File: config.mk
export PLATFORM = sky130hd
export DESIGN_NAME = soc_jp_fifo
export DESIGN_NICKNAME = d
export VERILOG_FILES = /design/src/hw/rtl/soc_jp_fifo.sv
export SDC_FILE = /design/constraint.sdc
export NUM_CORES = 1
export LEC_CHECK = 0
export ABC_AREA = 1
export BUFFER_PORTS_ARGS = -buffer_cell sky130_fd_sc_hd__buf_2
export CAP_MARGIN = 20
export CORE_ASPECT_RATIO = 0.8
export CORE_MARGIN = 2
export CORE_UTILIZATION = 64
export CTS_BUF_LIST = sky130_fd_sc_hd__clkbuf_4
export CTS_CLUSTER_DIAMETER = 200
export DETAILED_ROUTE_END_ITERATION = 10
export PLACE_DENSITY = 0.87
export REMOVE_ABC_BUFFERS = 1
export SLEW_MARGIN = 10
export SYNTH_ARGS = -nofsm -noshare
export SYNTH_HDL_FRONTEND = slang
export SYNTH_SLANG_ARGS = --single-unit
File: constraint.sdc
create_clock -name clk_i -period 4.45 [get_ports clk_i]
set_input_delay 0.2225 -clock clk_i [delete_from_list [all_inputs] [get_ports clk_i]]
set_output_delay 0.2225 -clock clk_i [all_outputs]
set_load 0.005 [all_outputs]
File: src/hw/rtl/soc_jp_fifo.sv
// Small synchronous queue with registered storage, used between the block's parts.
module soc_jp_fifo #(
  parameter int unsigned Width = 8,
  parameter int unsigned Depth = 4
) (
  input  logic             clk_i,
  input  logic             rst_ni,
  input  logic             push_i,
  input  logic [Width-1:0] wdata_i,
  output logic             full_o,
  input  logic             pop_i,
  output logic [Width-1:0] rdata_o,
  output logic             empty_o
);

  localparam int unsigned PtrW = (Depth > 1) ? $clog2(Depth) : 1;
  localparam int unsigned CntW = $clog2(Depth + 1);
  localparam logic [PtrW-1:0] LastPtr = PtrW'(Depth - 1);
  localparam logic [CntW-1:0] DepthCnt = CntW'(Depth);

  logic [Width-1:0] mem_q [Depth];
  logic [PtrW-1:0]  wr_ptr_q, wr_ptr_d, rd_ptr_q, rd_ptr_d;
  logic [CntW-1:0]  cnt_q, cnt_d;
  logic             do_push, do_pop;

  assign full_o  = (cnt_q == DepthCnt);
  assign empty_o = (cnt_q == '0);
  assign do_push = push_i && !full_o;
  assign do_pop  = pop_i && !empty_o;
  assign rdata_o = mem_q[rd_ptr_q];

  always_comb begin
    wr_ptr_d = wr_ptr_q;
    rd_ptr_d = rd_ptr_q;
    cnt_d    = cnt_q;
    if (do_push) begin
      wr_ptr_d = (wr_ptr_q == LastPtr) ? '0 : wr_ptr_q + PtrW'(1);
    end
    if (do_pop) begin
      rd_ptr_d = (rd_ptr_q == LastPtr) ? '0 : rd_ptr_q + PtrW'(1);
    end
    if (do_push && !do_pop) begin
      cnt_d = cnt_q + CntW'(1);
    end else if (!do_push && do_pop) begin
      cnt_d = cnt_q - CntW'(1);
    end
  end

  always_ff @(posedge clk_i or negedge rst_ni) begin
    if (!rst_ni) begin
      wr_ptr_q <= '0;
      rd_ptr_q <= '0;
      cnt_q    <= '0;
    end else begin
      wr_ptr_q <= wr_ptr_d;
      rd_ptr_q <= rd_ptr_d;
      cnt_q    <= cnt_d;
    end
  end

  always_ff @(posedge clk_i) begin
    if (do_push) begin
      mem_q[wr_ptr_q] <= wdata_i;
    end
  end

endmodule

==> results of run 1 <==
[how the worst max path moves through the flow]
stage	startpoint	to	slack, ns	cells after the start
floorplan	cnt_q[0]	cnt_q[1]	2.76	9
global placement	cnt_q[0]	cnt_q[1]	2.71	9
detailed placement	cnt_q[0]	cnt_q[1]	2.60	9
CTS	rd_ptr_q[0]	rdata_o[4]	2.42	4
global route	rd_ptr_q[0]	rdata_o[2]	2.18	4
finish	rd_ptr_q[0]	rdata_o[4]	2.41	4
[worst register-to-register path: stages, from the launching register on]
cell     delay, ns
dfrtp_1       0.42
inv_1         0.10
nand3_1       0.17
nand2_2       0.17
inv_1         0.06
ha_1          0.20
inv_1         0.08
fa_1          0.41
nand2_1       0.07
o21ai_0       0.07
[final cells by class]
| class | count | area share |
|---|---|---|
| Sequential cell | 39 | 0.577 |
| Multi-Input combinational cell | 78 | 0.227 |
| Inverter | 32 | 0.0610 |
| Timing Repair Buffer | 22 | 0.0585 |
| Clock inverter | 2 | 0.0305 |
| Clock buffer | 6 | 0.0229 |
| Tap cell | 36 | 0.0229 |
[cells in the final DEF, fill, tap and decap left out]
master         instances
nand2_1               38
clkbuf_4               6
bufinv_16              2
ha_1                   6
o21ai_0                1
nand3_1                7
edfxtp_1              32
dfrtp_1                7
o211ai_2               1
inv_2                  1
inv_1                 31
o211ai_1              15
nand2_2                1
xnor2_1                1
nor2_1                 6
buf_2                 21
fa_1                   1
nand4_1                1
dlygate4sd3_1          1
[registers in the layout, summed over array words and instances, names as in the netlist]
| name | flops |
|---|---|
| mem_q | 32 |
| cnt_q | 3 |
| rd_ptr_q | 2 |
| wr_ptr_q | 2 |
[cell usage after synthesis (5+ instances only)]
| cell type | number | share of area |
|---|---|---|
| dfrtp_1 | 7 | 0.10 |
| buf_6 | 5 | 0.032 |
| edfxtp_1 | 32 | 0.55 |
| inv_1 | 31 | 0.066 |
| nand3_1 | 7 | 0.020 |
| o211ai_1 | 15 | 0.064 |
| nand2_1 | 38 | 0.081 |
| nor2_1 | 6 | 0.013 |
| ha_1 | 6 | 0.043 |
[metal layers]
layer / part of all wire / global-route usage
met5: 0 / 0
met4: 0.017 / 0.0889
met3: 0.049 / 0.0771
met2: 0.49 / 0.351
met1: 0.44 / 0.245
[power by group]
part / internal (mW) / leakage [nW] / total [mW] / switching, mW
logic: 0.166 / 0.456 / 0.389 / 0.224
clock network: 0.181 / 0.0559 / 0.289 / 0.108
registers: 0.490 / 0.378 / 0.585 / 0.0956
[cell families after synthesis]
family,Yosys count
AND/OR/NAND/NOR,53
flip-flops,39
AO/OA/AOI/OAI,17
buffers and inverters,37
XOR/XNOR,1
adder cells (fa/ha/maj),7
==> flow_summary.ini, run 1 <==
[run_status]
status = complete, no violations

[clock_tree]
post_cts_buffers = 0
cts_tree = built
htree_levels = 2
clk_latency_ns = 0.33
cts_root_buffer = clkbuf_4
holdBufCountCts = 1
cts.path.max_buffers = 2
clk_pin_slew_ns = 0.11
cts_resized = 0
cts_made_buffers = 5
clock-sinks = 39

[layout]
nFillCells = 168
fin_nets = 197
seqCellArea_mm2 = 0.00114
post-route-util = 0.780
multi_input_area_um2 = 447
final_cells = 215
num_antenna_cells = 0
area_growth_pct = 11.9
final_area_mm2 = 0.00197
layout-drive-gt1-share = 0.179

[synth]
syn_area_mm2 = 0.00176
synth_top_family_by_area = simple AND/OR/NAND/NOR gates
synth-simple-area-share = 0.121
yosysWarnings = 0
synth_xor_area_frac = 0.00498
async_reset_ff_frac = 0.179
yosysUniqueCellTypes = 16
synth_edf_count = 32
ys.flop_type = edfxtp_1
synth_compound_area_frac = 0.0740
syn_avg_cell_area_um2 = 11.4
muxShareOfSynthArea = 0
synth_fa_ha_area_frac = 0.0541
ys_seq_area_frac = 0.646
ys_ff_latch = 39
synthCells = 154

[flow_run]
drv_cap = 0

[grt]
antenna_found_initial = 0
grt_max_degree = 36
grt_usage = 0.208
grt_pass1_vias = 1055
grt_pass1_wl_um = 4750
overflow = 0

[drt]
viasPerCell = 5.12
vias = 1100
first_pass_iters = 4
final_antenna_net_count = 0
drc = 0
drt_iter0_drc = 30
wl_um = 2870
wl_per_cell_um = 13.4

[setup_path]
worstPathCellList = nand2_1 > o211ai_1 > nand2_1 > buf_2
r2r_end = cnt_q[1]
cp.arrival_ns = 1.81
cp_top_family = flip-flops
cpPeakStageDelay_ns = 1.01
ff2ff_path_depth = 9
cp-end-kind = output pin
cp_num_buf_inv = 1
r2r-start = cnt_q[1]
reg2reg_slack_ns = 2.60
required_ns = 4.23
worstPathMaxFanout = 35
crit_top_cell = nand2_1
cpMaxStageDelayCell = dfrtp_1
start_kind = register
critPathKind = reg -> out

[sta]
setup_ws_ns = 2.41
hold_ws_ns = 0.0930
maxSlewHeadroom = 0.336
fin_crit_ns = 2.04
worstMarginPinSlew_ns = 0.996
slew_violations = 0
max_freq_mhz = 491
rsz0062_at_grt = false
finalHoldViolCount = 0
tns_ns = 0
skew_ns = 0.00225
min_period_over_period = 0.458
setup_violations = 0

[floorplan]
core_mm2 = 0.00252
fp.dieH_um = 50.9
rows = 16
ioPinCount = 22
design.die.area_mm2 = 0.00319
dieWidth_um = 62.6
start_util = 0.697

[place]
pre_cts_ws_ns = 2.60
place_area_mm2 = 0.00185
placedCellCount = 206
hpwlAfterDp_um = 2010
gp_congestion = 0.783
portBuffers = 21

[worst_hold_path]
hold_start = wdata_i[4]
worstHoldPathCells = 1
min_to = mem_q[0][4]
min_path_type = in -> reg

[pwr]
p_leak_nw = 0.890
power_density_mw_per_mm2 = 642
vdd_drop_max_uv = 455
finalPower_mw = 1.26
Note: power is estimated with default switching activity, not from simulation.
==> run 2: changes to the inputs <==
- CORE_UTILIZATION: 64 -> 53
- PLACE_DENSITY: 0.87 -> 0.77
- clock period: 4.45 -> 1.7 ns (I/O delays scaled with it)
==> flow_summary.ini, run 2 (synthesis gave the netlist of run 1 again) <==
[run_status]
status = complete, no violations

[floorplan]
ioPinCount = 22
rows = 18
start_util = 0.562
design.die.area_mm2 = 0.00380
fp.dieH_um = 55.5
core_mm2 = 0.00313
dieWidth_um = 68.4

[worst_hold_path]
worstHoldPathCells = 3
min_path_type = in -> reg
hold_start = push_i
min_to = wr_ptr_q[0]

[sta]
skew_ns = 0.00783
min_period_over_period = 0.976
max_freq_mhz = 603
worstMarginPinSlew_ns = 0.293
setup_violations = 0
maxSlewHeadroom = 0.804
hold_ws_ns = 0.0153
rsz0062_at_grt = true
finalHoldViolCount = 0
fin_crit_ns = 1.66
slew_violations = 0

[setup_path]
cp_num_buf_inv = 3
critPathKind = reg -> reg
cpMaxStageDelayCell = fa_2
r2r-start = cnt_q[1]
worstPathMaxFanout = 3
cp_top_family = adder cells
cp-end-kind = register
cpPeakStageDelay_ns = 0.43
r2r_end = cnt_q[1]
reg2reg_slack_ns = 0.04
cp.arrival_ns = 1.89
crit_top_cell = inv_2
required_ns = 1.93
start_kind = register
ff2ff_path_depth = 9
worstPathCellList = inv_2 > nand3_2 > nand2_2 > inv_2 > ha_4 > inv_2 > fa_2 > nand2_1 > o21ai_2

[drt]
wl_per_cell_um = 13.0
first_pass_iters = 4
vias = 1214
drt_iter0_drc = 62
final_antenna_net_count = 0
wl_um = 3150
drc = 0
viasPerCell = 5.00

[flow_run]
drv_cap = 0

[layout]
final_area_mm2 = 0.00216
final_common_cell = nand2_1
area_growth_pct = 23.0
top_regs = mem_q x32, cnt_q x3
nFillCells = 214
largest_reg_flops = 32
largest_register = mem_q
layout-drive-gt1-share = 0.286
num_antenna_cells = 0
layout_common_cells = nand2_1, edfxtp_1, inv_1, buf_2
fin_nets = 221

[clock_tree]
clk_pin_slew_ns = 0.11
cts_tree = built
cts_root_buffer = clkbuf_4
cts.path.max_buffers = 2
clk_latency_ns = 0.33
cts_made_buffers = 5
htree_levels = 2
clock-sinks = 39

[grt]
grt_usage = 0.190
grt_pass1_vias = 1183
overflow = 0
grt_max_degree = 19
grt_pass1_wl_um = 5220
antenna_found_initial = 0

[pwr]
p_leak_nw = 0.972
power_switching_mw = 1.26
power_density_mw_per_mm2 = 1550
pwr-share-clk = 0.137
p_int_mw = 2.10
power_frac_comb = 0.444
pwr-share-seq = 0.419
vdd_drop_max_uv = 875
sw_frac_of_total = 0.376

[place]
place_area_mm2 = 0.00194
gp_congestion = 0.865
portBuffers = 21
hpwlAfterDp_um = 2180
## run 2: cell types whose count changed in the layout (fill, tap and decap cells not counted), sizes merged
cell         before  now
inv              32   33
clkbuf            6    5
dlygate4sd3       1   10
buf              21   36
clkinvlp          0    2
bufinv            2    0
## run 2: final cells by class
cell class / instances / area (µm²) / share of cell area
timing repair buffer: 46 / 318 / 0.147
clock buffer: 5 / 37.5 / 0.0174
clock inverter: 3 / 23.8 / 0.0110
tap: 40 / 50.0 / 0.0231
multi-input combinational: 78 / 478 / 0.221
inverter: 32 / 120 / 0.0555
sequential: 39 / 1140 / 0.525
## run 2: power by group through the flow
stage	clock network [mW]	registers (mW)	logic, mW
detailed placement	0	1.43	1.32
CTS	0.474	1.40	1.38
global route	0.511	1.44	1.69
global placement	0	1.41	1.24
floorplan	0	1.48	0.692
finish	0.461	1.41	1.49
## run 2: what timing repair did
action                     4_1_cts  5_1_grt
pin swaps                        2        2
hold endpoints to repair        40        0
gates resized for setup          0       13
hold buffers                    10        0
setup endpoints to repair        2        2
setup buffers                    2        2
## run 2: tightest hold or removal path: stages
cell	delay, ns
buf_2	0.12
nand3_1	0.07
nand2_1	0.05
## run 2: how the worst max path moves through the flow
stage,startpoint,slack (ns),end,cells past startpoint
final,cnt_q[1],0.04,cnt_q[1],9
after global routing,cnt_q[2],-0.02,cnt_q[2],10
after CTS,cnt_q[2],-0.04,cnt_q[2],10
after detailed placement,cnt_q[1],-0.05,cnt_q[1],9
after global placement,cnt_q[1],0.04,cnt_q[1],9
after floorplan,cnt_q[0],0.007,cnt_q[1],9
## run 2: per-layer routing
layer,vias to the layer above,routed length [µm],track usage,share of wire
li1,603,-,-,-
met3,0,197,0.0672,0.062
met5,-,0,0,0
met4,0,0,0.0286,0
met1,572,1230,0.220,0.39
met2,39,1720,0.338,0.55
## run 2: stage by stage
step	util	power (mW)	setup TNS (ns)	setup WS, ns	cells
4_1_cts	0.676	3.25	-0.0748	-0.0408	241
6_report	0.691	3.36	0	0.0412	243
3_5_place_dp	0.620	2.75	-0.0906	-0.0466	221
3_3_place_gp	0.620	2.65	0	0.0397	221
2_1_floorplan	-	2.18	0	0.00686	149
5_1_grt	0.691	3.63	-0.0469	-0.0249	243
==> run 3: changes to the inputs <==
- CORE_UTILIZATION: 53 -> 51
- CTS_BUF_LIST: sky130_fd_sc_hd__clkbuf_4 -> not set
- PLACE_DENSITY: 0.77 -> 0.74
==> flow_summary.ini, run 3 (synthesis gave the netlist of run 1 again) <==
[setup_path]
cp.arrival_ns = 1.86
worstPathMaxFanout = 3
required_ns = 1.88
critPathKind = reg -> reg
start_kind = register
cp-end-kind = register

[drt]
drt_iter0_drc = 77
viasPerCell = 4.93
final_antenna_net_count = 0
drc = 0
wl_um = 3160
first_pass_iters = 4
wl_per_cell_um = 13.5
vias = 1158

[grt]
grt_pass1_wl_um = 5060
grt_max_degree = 36
antenna_found_initial = 0
overflow = 0
grt_pass1_vias = 1162
grt_usage = 0.170

[worst_hold_path]
min_path_type = in -> reg

[pwr]
power_density_mw_per_mm2 = 1640
vdd_drop_max_uv = 874
finalPower_mw = 3.42
p_leak_nw = 0.944

[layout]
nFillCells = 267
top_regs = mem_q x32, cnt_q x3
layout_common_cells = nand2_1, edfxtp_1, inv_1, buf_2, o211ai_1
num_antenna_cells = 0
largest_register = mem_q
area_growth_pct = 18.8
post-route-util = 0.619
final_area_mm2 = 0.00209
final_cells = 235
final_common_cell = nand2_1
fin_nets = 211
layout-drive-gt1-share = 0.280
largest_reg_flops = 32

[sta]
hold_ws_ns = 0.0148
maxSlewHeadroom = 0.774
worstMarginPinSlew_ns = 0.340
setup_ws_ns = 0.0218
slew_violations = 0
finalHoldViolCount = 0
min_period_over_period = 0.987
rsz0062_at_grt = true
fin_crit_ns = 1.68
setup_violations = 0
tns_ns = 0
max_freq_mhz = 596
skew_ns = 0.00361

[clock_tree]
cts_root_buffer = clkbuf_8
cts_made_buffers = 5
cts_tree = built
htree_levels = 2
clk_latency_ns = 0.29
clock-sinks = 39
cts.path.max_buffers = 2
clk_pin_slew_ns = 0.07

[place]
hpwlAfterDp_um = 2060
pre_cts_ws_ns = -0.0355
portBuffers = 21
place_area_mm2 = 0.00195
placedCellCount = 224
gp_congestion = 0.763

[run_status]
status = complete, no violations

[floorplan]
core_mm2 = 0.00338
start_util = 0.521
rows = 19
design.die.area_mm2 = 0.00394
dieWidth_um = 69.7
ioPinCount = 22
fp.dieH_um = 56.5

[flow_run]
drv_cap = 0
## run 3: changes by cell type in the layout (fill, tap and decap cells not counted), sizes merged
cell,change
inv,-1
dlygate4sd3,-9
buf,-1
clkbuf,+1
clkinv,+1
clkinvlp,-1
## run 3: timing repair
| item | in CTS | in global routing |
|---|---|---|
| endpoints found under the setup margin | 2 | 9 |
| hold buffers | 1 | 0 |
| pin swaps | 0 | 1 |
| hold endpoints to repair | 7 | 0 |
| resized for setup | 3 | 7 |
| setup buffers | 1 | 1 |
## run 3: final timing paths
check / start / end / slack, ns / depth (start not counted)
worst max register to register: cnt_q[2] / cnt_q[2] / 0.02 / 10
min in group asynchronous: rst_ni / cnt_q[1] / 0.16 / 2
worst max-delay path: cnt_q[2] / cnt_q[2] / 0.02 / 10
worst min register to register: wr_ptr_q[1] / wr_ptr_q[1] / 0.54 / 2
worst min-delay path: wdata_i[5] / mem_q[2][5] / 0.01 / 1
max in group asynchronous: rst_ni / rd_ptr_q[1] / 1.37 / 2
## run 3: critical path, stage by stage, from the launching register on
cell	delay, ns
dfrtp_1	0.42
inv_2	0.09
nand3_2	0.09
nand2_2	0.11
ha_4	0.14
inv_2	0.04
fa_2	0.34
nand2_1	0.12
nand3_1	0.11
nand2_1	0.07
nand2_1	0.05
## run 3: final cells by class
class                   count  area [µm²]  share of cell area
flip-flops and latches     39        1140               0.544
multi-input cells          78         474               0.227
well taps                  42        52.6              0.0251
repair buffers             36         220               0.105
clock buffers               6        72.6              0.0347
clock inverters             2        12.5             0.00599
inverters                  32         120              0.0575
## run 3: report_power, final
part / leakage, nW / internal (mW) / total [mW] / switching (mW)
sequential: 0.377 / 1.29 / 1.42 / 0.139
combinational: 0.526 / 0.600 / 1.39 / 0.790
clock: 0.0412 / 0.287 / 0.603 / 0.316
## run 3: routing by layer
metal,routed length (µm),track usage
met3,132,0.0539
met2,1610,0.298
met5,0,0
met4,65,0.0522
met1,1360,0.202
