[src/hw/rtl/soc_jp_pkg.sv]
// Shared types, constants and rounding helpers for the cone Jordan product block.
package soc_jp_pkg;

  localparam int unsigned DataW    = 32;
  localparam int unsigned OffsetW  = 10;
  localparam int unsigned FracBits = 24;
  localparam int unsigned ProdW    = 2 * DataW;

  typedef struct packed {
    logic signed [DataW-1:0] x;
    logic signed [DataW-1:0] y;
    logic signed [DataW-1:0] root_x;
    logic signed [DataW-1:0] root_y;
    logic [OffsetW-1:0]      pos;
    logic                    cone_start;
    logic                    cone_end;
  } cmd_t;

  typedef struct packed {
    logic signed [DataW-1:0] z_val;
    logic [OffsetW-1:0]      entry_offset;
    logic                    saturated;
    logic                    cone_done;
  } result_t;

  localparam int unsigned CmdW = $bits(cmd_t);
  localparam int unsigned ResW = $bits(result_t);

  // {saturated, z}: round half up from Q17.48 to Q8.24, then clip to 32 bits
  function automatic logic [DataW:0] round_sat(input logic signed [ProdW:0] v);
    logic signed [ProdW:0]          t;
    logic signed [ProdW-FracBits:0] r;
    logic [DataW:0]                 res;
    t = v + ((ProdW+1)'(1) <<< (FracBits - 1));
    r = t[ProdW:FracBits];
    if (r > $signed({{(ProdW-FracBits-DataW+1){1'b0}}, {1'b0, {(DataW-1){1'b1}}}})) begin
      res = {1'b1, 1'b0, {(DataW-1){1'b1}}};
    end else if (r < $signed({{(ProdW-FracBits-DataW+1){1'b1}}, {1'b1, {(DataW-1){1'b0}}}})) begin
      res = {1'b1, 1'b1, {(DataW-1){1'b0}}};
    end else begin
      res = {1'b0, r[DataW-1:0]};
    end
    return res;
  endfunction

  // 64-bit add that clips at the signed bounds
  function automatic logic signed [ProdW-1:0] sat_add64(input logic signed [ProdW-1:0] a,
                                                        input logic signed [ProdW-1:0] b);
    logic signed [ProdW:0]   s;
    logic signed [ProdW-1:0] res;
    s = {a[ProdW-1], a} + {b[ProdW-1], b};
    if (s[ProdW] != s[ProdW-1]) begin
      res = s[ProdW] ? {1'b1, {(ProdW-1){1'b0}}} : {1'b0, {(ProdW-1){1'b1}}};
    end else begin
      res = s[ProdW-1:0];
    end
    return res;
  endfunction

endpackage

[src/hw/rtl/soc_jp_front.sv]
// Front end: latches the cone root, tracks the entry offset and builds commands.
module soc_jp_front import soc_jp_pkg::*; #(
  parameter int unsigned MAX_CONE_ORDER = 1024
) (
  input  logic                    clk_i,
  input  logic                    rst_ni,
  input  logic                    accept_i,
  input  logic signed [DataW-1:0] x_val_i,
  input  logic signed [DataW-1:0] y_val_i,
  input  logic                    cone_start_i,
  input  logic                    cone_end_i,
  output cmd_t                    cmd_o
);

  localparam int unsigned PosMax   = (1 << OffsetW) - 1;
  localparam int unsigned PosLimI  = (MAX_CONE_ORDER - 1 < PosMax) ? MAX_CONE_ORDER - 1 : PosMax;
  localparam logic [OffsetW-1:0] PosLimit = OffsetW'(PosLimI);

  logic signed [DataW-1:0] root_x_q, root_x_d, root_y_q, root_y_d;
  logic [OffsetW-1:0]      pos_q, pos_d;

  always_comb begin
    if (cone_start_i) begin
      root_x_d = x_val_i;
      root_y_d = y_val_i;
      pos_d    = '0;
    end else begin
      root_x_d = root_x_q;
      root_y_d = root_y_q;
      pos_d    = (pos_q < PosLimit) ? pos_q + OffsetW'(1) : pos_q;
    end
    cmd_o.x          = x_val_i;
    cmd_o.y          = y_val_i;
    cmd_o.root_x     = root_x_d;
    cmd_o.root_y     = root_y_d;
    cmd_o.pos        = pos_d;
    cmd_o.cone_start = cone_start_i;
    cmd_o.cone_end   = cone_end_i;
  end

  always_ff @(posedge clk_i or negedge rst_ni) begin
    if (!rst_ni) begin
      root_x_q <= '0;
      root_y_q <= '0;
      pos_q    <= '0;
    end else if (accept_i) begin
      root_x_q <= root_x_d;
      root_y_q <= root_y_d;
      pos_q    <= pos_d;
    end
  end

endmodule

[config.mk]
export PLATFORM = sky130hd
export DESIGN_NAME = soc_jp_front
export DESIGN_NICKNAME = d
export VERILOG_FILES = /design/src/hw/rtl/soc_jp_pkg.sv /design/src/hw/rtl/soc_jp_front.sv
export SDC_FILE = /design/constraint.sdc
export NUM_CORES = 1
export LEC_CHECK = 0
export BUFFER_PORTS_ARGS = -buffer_cell sky130_fd_sc_hd__clkbuf_2
export CAP_MARGIN = 20
export CORE_ASPECT_RATIO = 1.4
export CORE_MARGIN = 2
export CORE_UTILIZATION = 45
export DETAILED_ROUTE_END_ITERATION = 10
export HOLD_SLACK_MARGIN = 0.03
export MAX_ROUTING_LAYER = met4
export PLACE_DENSITY = 0.81
export SYNTH_ARGS = -nofsm -noshare
export SYNTH_HDL_FRONTEND = slang
export SYNTH_SLANG_ARGS = --single-unit
[constraint.sdc]
create_clock -name clk_i -period 4.5 [get_ports clk_i]
set_input_delay 0.9 -clock clk_i [delete_from_list [all_inputs] [get_ports clk_i]]
set_output_delay 0.9 -clock clk_i [all_outputs]
set_load 0.05 [all_outputs]
==> out/results.env, run 1 <==
DRCVIOLATIONCOUNT=0
PERIOD_NEEDED_NS=3.18
WIRE_PER_INST_UM=14.1
WORST-SETUP-PATH-TYPE='register to primary output'
GRT.MET2_USAGE_PCT=33.8
CLOCK-ROOT-BUFFER='sky130_fd_sc_hd__clkbuf_16'
FINAL.PERIOD_UTILIZATION_PCT=70.7
FLOW.AREA_GROWTH_FROM_SYNTHESIS_PCT=20.4
DIE_WIDTH_UM=87.6
SETUP_VIOLATIONS=0
SYNTHESIZED_AREA_MM2=0.00440
DP.CELLS=703
START_KIND='register'
NETLIST-CELL-TYPE-COUNT=37
PLACE_HPWL_UM=7620
TIMING.SLEW.HEADROOM_PCT=36.5
MAXCAPVIOLATIONS=0
REGTOREGSTARTPOINT='pos_q[0]$_DFFE_PN0P_'
GROUTE.USAGE.OVERALL_PCT=19.4
LEAKAGEPOWER_nW=2.61
NETS=652
LAYOUT.FILLER_CELLS=844
WORST_PATH_LARGEST_CELL_DELAY_NS=0.55
ROW_COUNT=42
CLOCK_SKEW_NS=0.00120
SYNTH_FP_NETS=524
P_PER_CELL_AREA_mW_PER_MM2=433
GRTUSAGEMET3_PCT=3.74
FINAL-INSTANCE-COUNT-EXCL-FILL=718
FINAL_ANTENNA_NET_COUNT=0
CLOCK_SINKS=74
RR_WORST_DEPTH=4
YOSYSSEQAREASHARE_PCT=42.0
GRT_MAX_DEGREE=75
CTS_TREE='done'
GRT_FIRST_PASS_WIRELENGTH_UM=15800
GRT.MET1_USAGE_PCT=21.5
FINAL_CELL_MIX='204 x sky130_fd_sc_hd__clkbuf_2, 146 x sky130_fd_sc_hd__nor2_1, 85 x sky130_fd_sc_hd__mux2_2'
REPORT.FINAL.HOLD_VIOL_COUNT=0
START_UTIL_PCT=46.3
YOSYS_WARNINGS=0
SYNTHADDERAREAFRAC_PCT=0.284
CP-STARTPOINT='pos_q[0]$_DFFE_PN0P_'
FIRSTDRTPASSITERS=7
WORSTREG2REGEND='pos_q[1]$_DFFE_PN0P_'
CTS.CLK_SLEW.WORST_PATHS_NS=0.05
COUNT_OF_BUFFERS_FROM_PORT_BUFFERING=206
DRIVE_ABOVE_1_SHARE_PCT=54.4
IR_WORST_VDD_mV=0.235
POWER_mW=2.30
GRT.BUSIEST_LAYER='met2'
FLOORPLAN.IO_PINS=209
DR_TOTAL_VIAS=3533
TOTALWIRELENGTH_UM=10100
POST_CTS_RESIZE_COUNT=0
TOTAL_OF_HOLD_BUFFERS_INSERTED_AFTER_CLOCK_TREE_SYNTHESIS=0
CP_SLOWEST_CELL='sky130_fd_sc_hd__ha_1'
SYNTH_COMPOUND_AREA_SHARE_PCT=4.86
TIMING.SETUP.TNS_NS=0
CLK-INSERTION-DELAY-LATE_NS=0.32
POSTSYNTHCELLCOUNT=454
NUM_ANTENNA_CELLS=0
PLACE_AREA_MM2=0.00502
HTREE_LEVELS=3
R2R_SETUP_SLACK_NS=2.68
DETAIL_ROUTE.VIAS_PER_CELL=4.92
CHIPHEIGHT_UM=121
FINALHOLDWORSTSLACK_NS=0.502
SYN_AREA_PER_CELL_UM2=9.70
SYNTH_TOP_FAMILY_BY_AREA='multiplexers'
CRIT_PATH_DAT_NS=2.28
CTS_BUFFERS=9
MAX-CLOCK-PATH-BUFFERS=2
DIE-AREA_MM2=0.0106
WORST-ENDPOINT-REQUIRED_NS=3.60
CTS_SETUP_BUFFERS=0
SYNTH-SEQ-CELLS=74
ENDPOINT_KIND='primary output'
MAX_SLEW.WORST_PIN.SLEW_NS=0.953
FINAL_MAX_SLEW_VIOL_COUNT=0
DETAILEDROUTE.FIRSTITERATIONVIOLATIONS=104
CP_CELL_SEQUENCE='ha_1, nand3_4, a31o_2, nor2_1, clkbuf_2'
SYNTHSIMPLEGATEAREAFRAC_PCT=15.1
SETUP_REPAIR_AFTER_GLOBAL_ROUTING_MISSED_ITS_MARGIN='no'
HOLD_CLASS='register to register'
GRT.OVERFLOW.TOTAL=0
FMAX_MHz=314
VIAS_IN_THE_FIRST_GLOBAL_ROUTE=3475
GRT_ANTENNA_BEFORE_REPAIR=0
FINAL_COMMON_CELL='sky130_fd_sc_hd__clkbuf_2'
SYNTH-XOR-AREA-SHARE_PCT=0.597
FP.COREAREA_MM2=0.00951
FINALINSTANCEAREA_MM2=0.00530
SHARE_OF_CELL_AREA_TAKEN_BY_MUXES_AFTER_SYNTHESIS_PCT=22.5
CRIT_END='cmd_o[4]'
ROUTABILITYCONGESTION=0.793
HIGHEST_FANOUT_SEEN_ON_THE_CRITICAL_PATH=13
RUN_STATUS='completed'
==> layout make-up <==
type | instances | area, um2 | share of cell area (%)
clock inverters | 3 | 40.0 | 0.755
multi-input cells | 283 | 1910 | 36.0
clock buffers | 12 | 246 | 4.65
inverters | 4 | 15.0 | 0.283
repair buffers | 210 | 1080 | 20.3
well taps | 132 | 165 | 3.11
flip-flops and latches | 74 | 1850 | 34.9
==> kinds of logic after synthesis <==
kind of cell	Yosys count
multiplexers	88
AND/OR/NAND/NOR	162
XOR/XNOR	3
buffers and inverters	97
flip-flops	74
AO/OA/AOI/OAI	29
adder cells (fa/ha/maj)	1
==> where the power goes <==
part	switching, mW	internal (mW)
Sequential	0.0527	0.756
Clock	0.257	0.440
Combinational	0.572	0.220
Total	0.881	1.42
==> synth_stat cells, drive strengths merged <==
cell	number	share of area, %
a211oi	1	0.17
a21o	2	0.34
a21oi	12	1.4
a31o	2	0.40
a31oi	4	0.91
a41o	1	0.23
a41oi	1	0.20
and3	1	0.14
and4	3	0.71
buf	83	13
clkbuf	10	0.85
dfrtp	74	42
ha	1	0.28
inv	4	0.34
mux2	86	22
mux2i	2	0.45
nand2	2	0.17
nand3	3	0.63
nand4	3	0.43
nor2	146	12
nor3	2	0.23
nor4b	1	0.20
o21a	2	0.34
o21ai	1	0.11
o21ba	1	0.23
o22ai	1	0.28
o2bb2ai	1	0.20
or2	1	0.14
xnor2	3	0.60
==> through the flow <==
| step | util [%] | setup slack, ns |
|---|---|---|
| final | 55.8 | 1.32 |
| after global routing | 55.8 | 1.21 |
| after CTS | 55.8 | 1.31 |
| after detailed placement | 52.7 | 1.41 |
| after global placement | 52.7 | 1.47 |
| after floorplan | - | 1.08 |
==> critical path, delay by kind of cell (launching register included) <==
family / cells / cell delay (ns)
AO/OA/AOI/OAI: 1 / 0.33
adder cells (fa/ha/maj): 1 / 0.55
buffers and inverters: 1 / 0.28
flip-flops: 1 / 0.47
AND/OR/NAND/NOR: 2 / 0.32
==> how the worst min path moves through the flow <==
stage	startpoint	to	slack (ns)	cells past startpoint
finish	root_x_q[21]$_DFFE_PN0P_	root_x_q[21]$_DFFE_PN0P_	0.50	1
global route	root_y_q[31]$_DFFE_PN0P_	root_y_q[31]$_DFFE_PN0P_	0.52	1
CTS	root_x_q[27]$_DFFE_PN0P_	root_x_q[27]$_DFFE_PN0P_	0.51	1
detailed placement	root_x_q[27]$_DFFE_PN0P_	root_x_q[27]$_DFFE_PN0P_	0.49	1
global placement	root_x_q[21]$_DFFE_PN0P_	root_x_q[21]$_DFFE_PN0P_	0.48	1
floorplan	root_x_q[13]$_DFFE_PN0P_	root_x_q[13]$_DFFE_PN0P_	0.48	1
==> state kept, by name, summed over array words and instances (netlist names) <==
register / cells
root_x_q: 32
root_y_q: 32
pos_q: 10
==> layer usage <==
metal,up-vias,wire (um)
li1,1697,-
met2,110,5640
met1,1711,3890
met4,0,182
met3,15,416
met5,-,0
Note: power is estimated with default switching activity, not from simulation.
==> run 2, diff against run 1 <==
--- a/config.mk
+++ b/config.mk
@@ -9,7 +9,7 @@
 export CAP_MARGIN = 20
 export CORE_ASPECT_RATIO = 1.4
 export CORE_MARGIN = 2
-export CORE_UTILIZATION = 45
+export CORE_UTILIZATION = 43
 export DETAILED_ROUTE_END_ITERATION = 10
 export HOLD_SLACK_MARGIN = 0.03
 export MAX_ROUTING_LAYER = met4
==> constraint.sdc (replaced) <==
create_clock -name clk_i -period 2.8 [get_ports clk_i]
set_input_delay 0.56 -clock clk_i [delete_from_list [all_inputs] [get_ports clk_i]]
set_output_delay 0.56 -clock clk_i [all_outputs]
set_load 0.05 [all_outputs]
==> run 2 against run 1 <==
Against the previous run: hold slack lost 0.13 ns; critical endpoint unchanged; via count shrank 0.11%; routed wire length shrank 2.0%; largest power group unchanged.
==> out/results.env, run 2 (synthesized netlist as in run 1, its figures left out) <==
CLOCK_SINKS=74
CLK-INSERTION-DELAY-LATE_NS=0.33
HTREE_LEVELS=3
POWER_mW=3.71
CRIT_PATH_DAT_NS=2.08
REGTOREGSTARTPOINT='pos_q[2]$_DFFE_PN0P_'
CTS_BUFFERS=9
CTS_SETUP_BUFFERS=0
CHIPHEIGHT_UM=124
ENDPOINT_KIND='primary output'
FLOW.AREA_GROWTH_FROM_SYNTHESIS_PCT=21.2
P_PER_CELL_AREA_mW_PER_MM2=696
GROUTE.USAGE.OVERALL_PCT=18.4
ROW_COUNT=43
NUM_ANTENNA_CELLS=0
FINAL_CELL_MIX='203 x sky130_fd_sc_hd__clkbuf_2, 146 x sky130_fd_sc_hd__nor2_1, 85 x sky130_fd_sc_hd__mux2_2'
HOLD_CLASS='input pin to asynchronous set/reset pin'
MULTI_INPUT_COMB_AREA_MM2=0.00191
IR_WORST_VDD_mV=0.325
PERIOD_NEEDED_NS=2.64
VIAS_IN_THE_FIRST_GLOBAL_ROUTE=3386
WORST-SETUP-PATH-TYPE='register to primary output'
GRT.OVERFLOW.TOTAL=0
DETAILEDROUTE.FIRSTITERATIONVIOLATIONS=93
FINAL_ANTENNA_NET_COUNT=0
FP.COREAREA_MM2=0.00995
DRCVIOLATIONCOUNT=0
MAX_SLEW.WORST_PIN.SLEW_NS=0.960
WIRE_PER_INST_UM=13.8
FINAL_MAX_SLEW_VIOL_COUNT=0
CLOCK_SKEW_NS=0.00789
FIRSTDRTPASSITERS=4
DIE_WIDTH_UM=89.5
MAXCAPVIOLATIONS=0
FMAX_MHz=379
COUNT_OF_BUFFERS_FROM_PORT_BUFFERING=206
DETAIL_ROUTE.VIAS_PER_CELL=4.89
FINAL_COMMON_CELL='sky130_fd_sc_hd__clkbuf_2'
ROUTABILITYCONGESTION=0.840
WORST-ENDPOINT-REQUIRED_NS=2.24
FINAL.PERIOD_UTILIZATION_PCT=94.2
TIMING.SETUP.TNS_NS=0
SEQCELLAREA_MM2=0.00185
CP-STARTPOINT='pos_q[2]$_DFFE_PN0P_'
DR_TOTAL_VIAS=3529
HIGHEST_FANOUT_SEEN_ON_THE_CRITICAL_PATH=10
NETS=652
FLOORPLAN.IO_PINS=209
GRT_FIRST_PASS_WIRELENGTH_UM=15400
GRT_ANTENNA_BEFORE_REPAIR=0
MAX-CLOCK-PATH-BUFFERS=2
SETUP_VIOLATIONS=0
CTS_TREE='done'
RUN_STATUS='completed'
BIGGESTREGSBYFLOPS='root_x_q x32, root_y_q x32, pos_q x10'
TIMING.SLEW.HEADROOM_PCT=36.0
LAYOUT.FILLER_CELLS=914
REPORT.FINAL.HOLD_VIOL_COUNT=0
PLACE_HPWL_UM=7290
CTS.CLK_SLEW.WORST_PATHS_NS=0.06
DRIVE_ABOVE_1_SHARE_PCT=54.7
GRT_MAX_DEGREE=80
TOTALWIRELENGTH_UM=9930
LEAKAGEPOWER_nW=2.61
FINAL-INSTANCE-COUNT-EXCL-FILL=722
START_UTIL_PCT=44.2
DIE-AREA_MM2=0.0111
DP.CELLS=706
FINALHOLDWORSTSLACK_NS=0.373
START_KIND='register'
SETUP_REPAIR_AFTER_GLOBAL_ROUTING_MISSED_ITS_MARGIN='no'
CLOCK-ROOT-BUFFER='sky130_fd_sc_hd__clkbuf_16'
==> run 2: final timing paths <==
path / to / slack [ns] / cells after the start
worst max-delay path: cmd_o[4] / 0.16 / 5
worst max register to register: pos_q[1]$_DFFE_PN0P_ / 1.22 / 4
min in group clk_i: root_x_q[25]$_DFFE_PN0P_ / 0.50 / 1
worst min-delay path: root_x_q[22]$_DFFE_PN0P_ / 0.37 / 1
worst min register to register: root_x_q[25]$_DFFE_PN0P_ / 0.50 / 1
max in group asynchronous: root_x_q[12]$_DFFE_PN0P_ / 1.78 / 1
==> run 2: stage by stage <==
| step | setup slack [ns] | area [um2] | utilization [%] |
|---|---|---|---|
| after floorplan | 0.0601 | 4400 | - |
| after global placement | 0.391 | 5040 | 50.6 |
| after detailed placement | 0.315 | 5040 | 50.6 |
| after CTS | 0.0816 | 5340 | 53.6 |
| after global routing | 0.0282 | 5340 | 53.6 |
| final | 0.163 | 5340 | 53.6 |
==> run 2: final cells by class <==
class                           instances  area share (%)
Clock inverter                          2           0.656
Multi-Input combinational cell        283            35.8
Timing Repair Buffer                  210            20.4
Clock buffer                           14            4.94
Tap cell                              135            3.16
Sequential cell                        74            34.7
Inverter                                4           0.281
==> run 2: power by group <==
| group | leakage [nW] | switching (mW) | internal, mW |
|---|---|---|---|
| sequential | 0.853 | 0.0802 | 1.21 |
| combinational | 1.61 | 0.915 | 0.357 |
| clock | 0.147 | 0.410 | 0.738 |
| total | 2.61 | 1.40 | 2.31 |
==> run 2: what timing repair did <==
action | in CTS | in global routing
setup endpoints to repair | 1 | 1
hold buffers | 0 | 0
resized for setup | 1 | 1
==> run 2: routing by layer <==
metal | track usage [%] | vias up | wire (um)
li1 | - | 1703 | -
met5 | - | - | 0
met3 | 4.11 | 10 | 502
met1 | 19.6 | 1701 | 3790
met4 | 6.06 | 0 | 121
met2 | 33.1 | 115 | 5520
==> run 2: critical path, cell delays in order, from the launching register on <==
cell                       delay, ns
sky130_fd_sc_hd__dfrtp_1        0.50
sky130_fd_sc_hd__and4_2         0.39
sky130_fd_sc_hd__nand3_4        0.15
sky130_fd_sc_hd__a31o_2         0.30
sky130_fd_sc_hd__nor2_1         0.11
sky130_fd_sc_hd__clkbuf_2       0.29
==> run 3, diff against run 2 <==
--- a/config.mk
+++ b/config.mk
@@ -9,11 +9,13 @@
 export CAP_MARGIN = 20
 export CORE_ASPECT_RATIO = 1.4
 export CORE_MARGIN = 2
-export CORE_UTILIZATION = 43
+export CORE_UTILIZATION = 44
+export CTS_BUF_LIST = sky130_fd_sc_hd__clkbuf_4
 export DETAILED_ROUTE_END_ITERATION = 10
+export GPL_TIMING_DRIVEN = 0
 export HOLD_SLACK_MARGIN = 0.03
 export MAX_ROUTING_LAYER = met4
-export PLACE_DENSITY = 0.81
+export PLACE_DENSITY = 0.82
 export SYNTH_ARGS = -nofsm -noshare
 export SYNTH_HDL_FRONTEND = slang
 export SYNTH_SLANG_ARGS = --single-unit
==> run 3 against run 2 <==
Against the previous run: clock skew fell by 0.0035 ns; clock-buffer cell count is 4 lower; register-to-register slack better by 0.02 ns; routed wire length is 13% higher; critical endpoint is now cmd_o[10]; design area rose by 8.8%; largest power group is now combinational cells; die area fell by 2.2%; sequential cell count is the same; worst setup slack lost 0.035 ns; sequential share of layout area fell by 2.8 points; final cell count is 12% higher; utilization grew 5.4 points; first-iteration DRC count up 28%.
==> out/results.env, run 3 (synthesized netlist as in run 1, its figures left out) <==
RUN_STATUS='completed'
COUNT_OF_BUFFERS_FROM_PORT_BUFFERING=205
DR_TOTAL_VIAS=3870
FLOORPLAN.IO_PINS=209
ROW_COUNT=43
CLK-INSERTION-DELAY-LATE_NS=0.42
SETUP_REPAIR_AFTER_GLOBAL_ROUTING_MISSED_ITS_MARGIN='no'
SETUP_VIOLATIONS=0
MAXCAPVIOLATIONS=0
START_UTIL_PCT=44.7
CRITICAL-PATH-TOP-DELAY-FAMILY='buffers and inverters'
FMAX_MHz=374
FINAL_COMMON_CELL='sky130_fd_sc_hd__clkbuf_2'
VIAS_IN_THE_FIRST_GLOBAL_ROUTE=3705
FINAL_MAX_SLEW_VIOL_COUNT=0
GROUTE.USAGE.OVERALL_PCT=21.2
TIMING.SLEW.HEADROOM_PCT=62.1
TIMING.SETUP.TNS_NS=0
LEAKAGEPOWER_nW=2.93
MAX-CLOCK-PATH-BUFFERS=2
LAYOUT.FILLER_CELLS=882
TOTALWIRELENGTH_UM=11200
CLOCK-ROOT-BUFFER='sky130_fd_sc_hd__clkbuf_4'
FIRSTDRTPASSITERS=4
CTS_BUFFERS=9
DRIVE_ABOVE_1_SHARE_PCT=59.2
FINAL.PERIOD_UTILIZATION_PCT=95.4
IR_WORST_VDD_mV=0.346
CP_SLOWEST_CELL='sky130_fd_sc_hd__dfrtp_1'
CRIT_PATH_DAT_NS=2.11
DETAILEDROUTE.FIRSTITERATIONVIOLATIONS=119
RR_WORST_DEPTH=6
R2R_SETUP_SLACK_NS=1.24
GRT_FIRST_PASS_WIRELENGTH_UM=17300
FP.COREAREA_MM2=0.00985
GRT.OVERFLOW.TOTAL=0
GRT_ANTENNA_BEFORE_REPAIR=1
WORST-SETUP-PATH-TYPE='register to primary output'
DIE_WIDTH_UM=88.6
DETAIL_ROUTE.VIAS_PER_CELL=4.77
WIRE_PER_INST_UM=13.8
START_KIND='register'
BIGGESTREGSBYFLOPS='root_x_q x32, root_y_q x32, pos_q x10'
WORST_PATH_LARGEST_CELL_DELAY_NS=0.38
FINAL_CELL_MIX='202 x sky130_fd_sc_hd__clkbuf_2, 146 x sky130_fd_sc_hd__nor2_1, 85 x sky130_fd_sc_hd__mux2_2'
GRT_MAX_DEGREE=43
MAX_SLEW.WORST_PIN.SLEW_NS=0.568
PLACE_HPWL_UM=8830
DIE-AREA_MM2=0.0108
FINAL-INSTANCE-COUNT-EXCL-FILL=812
DP.CELLS=795
CLOCK_SINKS=74
HOLD_CLASS='input pin to asynchronous set/reset pin'
CP_CELL_SEQUENCE='buf_4, and4_1, buf_6, and4_4, a31oi_1, o21a_1, buf_2'
CTS_TREE='done'
ROUTABILITYCONGESTION=0.903
DRCVIOLATIONCOUNT=0
HIGHEST_FANOUT_SEEN_ON_THE_CRITICAL_PATH=9
HTREE_LEVELS=3
REPORT.FINAL.HOLD_VIOL_COUNT=0
WORST-ENDPOINT-REQUIRED_NS=2.24
ENDPOINT_KIND='primary output'
CTS.CLK_SLEW.WORST_PATHS_NS=0.12
CRITICAL_PATH_BUF_INV_COUNT=3
NETS=741
P_PER_CELL_AREA_mW_PER_MM2=602
CHIPHEIGHT_UM=122
TOTAL_OF_HOLD_BUFFERS_INSERTED_AFTER_CLOCK_TREE_SYNTHESIS=0
CLOCK_SKEW_NS=0.00440
FLOW.AREA_GROWTH_FROM_SYNTHESIS_PCT=31.9
PERIOD_NEEDED_NS=2.67
CRITICAL_PATH_DEPTH=7
FINAL_ANTENNA_NET_COUNT=0
run 3: cell count changes in the layout (fill, tap and decap cells not counted), sizes merged:
cell / change
buf: +78
clkbuf: +7
bufinv: +2
clkinv: +1
clkinvlp: +1
diode: +1
run 3: timing repair:
item | 4_1_cts | 5_1_grt
setup endpoints to repair | 1 | 4
setup buffers | 0 | 0
pin swaps | 0 | 0
gates resized for setup | 2 | 2
run 3: final cells by class:
cell class | count | area (um2) | area share, %
repair buffers | 206 | 1050 | 18.1
multi-input cells | 283 | 1910 | 32.9
well taps | 135 | 169 | 2.91
clock inverters | 6 | 105 | 1.81
diodes | 1 | 2.50 | 0.0431
inverters | 4 | 15.0 | 0.258
clock buffers | 10 | 75.1 | 1.29
plain buffers | 93 | 628 | 10.8
flip-flops and latches | 74 | 1850 | 31.9
run 3: through the flow:
step	cell area, um2	power (mW)	utilization (%)	hold WS, ns	setup WS [ns]
6_report	5810	3.50	59.0	0.108	0.128
3_5_place_dp	5620	2.69	57.1	0.493	0.355
4_1_cts	5810	3.53	59.0	0.0844	0.0720
2_1_floorplan	4400	2.36	-	0.264	0.0601
3_3_place_gp	5600	2.65	56.9	0.485	0.349
5_1_grt	5810	3.66	59.0	0.106	0.000580
run 3: report_power, final:
group / internal, mW / switching (mW) / leakage, nW
Sequential: 1.21 / 0.0777 / 0.851
Clock: 0.456 / 0.384 / 0.0917
Combinational: 0.419 / 0.948 / 1.99
Total: 2.09 / 1.41 / 2.93
run 3: path summary, 6_finish.rpt:
kind | from | to
worst max register to register | pos_q[0]$_DFFE_PN0P_ | pos_q[4]$_DFFE_PN0P_
min in group clk_i | y_val_i[13] | root_y_q[13]$_DFFE_PN0P_
max in group asynchronous | rst_ni | root_x_q[1]$_DFFE_PN0P_
worst min register to register | root_x_q[27]$_DFFE_PN0P_ | root_x_q[27]$_DFFE_PN0P_
worst max-delay path | pos_q[3]$_DFFE_PN0P_ | cmd_o[10]
worst min-delay path | rst_ni | root_x_q[14]$_DFFE_PN0P_
run 3: metal layers:
layer	global-route usage (%)	routed length, um	up-vias	share of wire, %
met3	3.50	532	15	4.7
met1	24.2	4340	1853	39
met2	36.7	6170	124	55
met5	-	0	-	0
met4	8.43	193	0	1.7
li1	-	-	1878	-
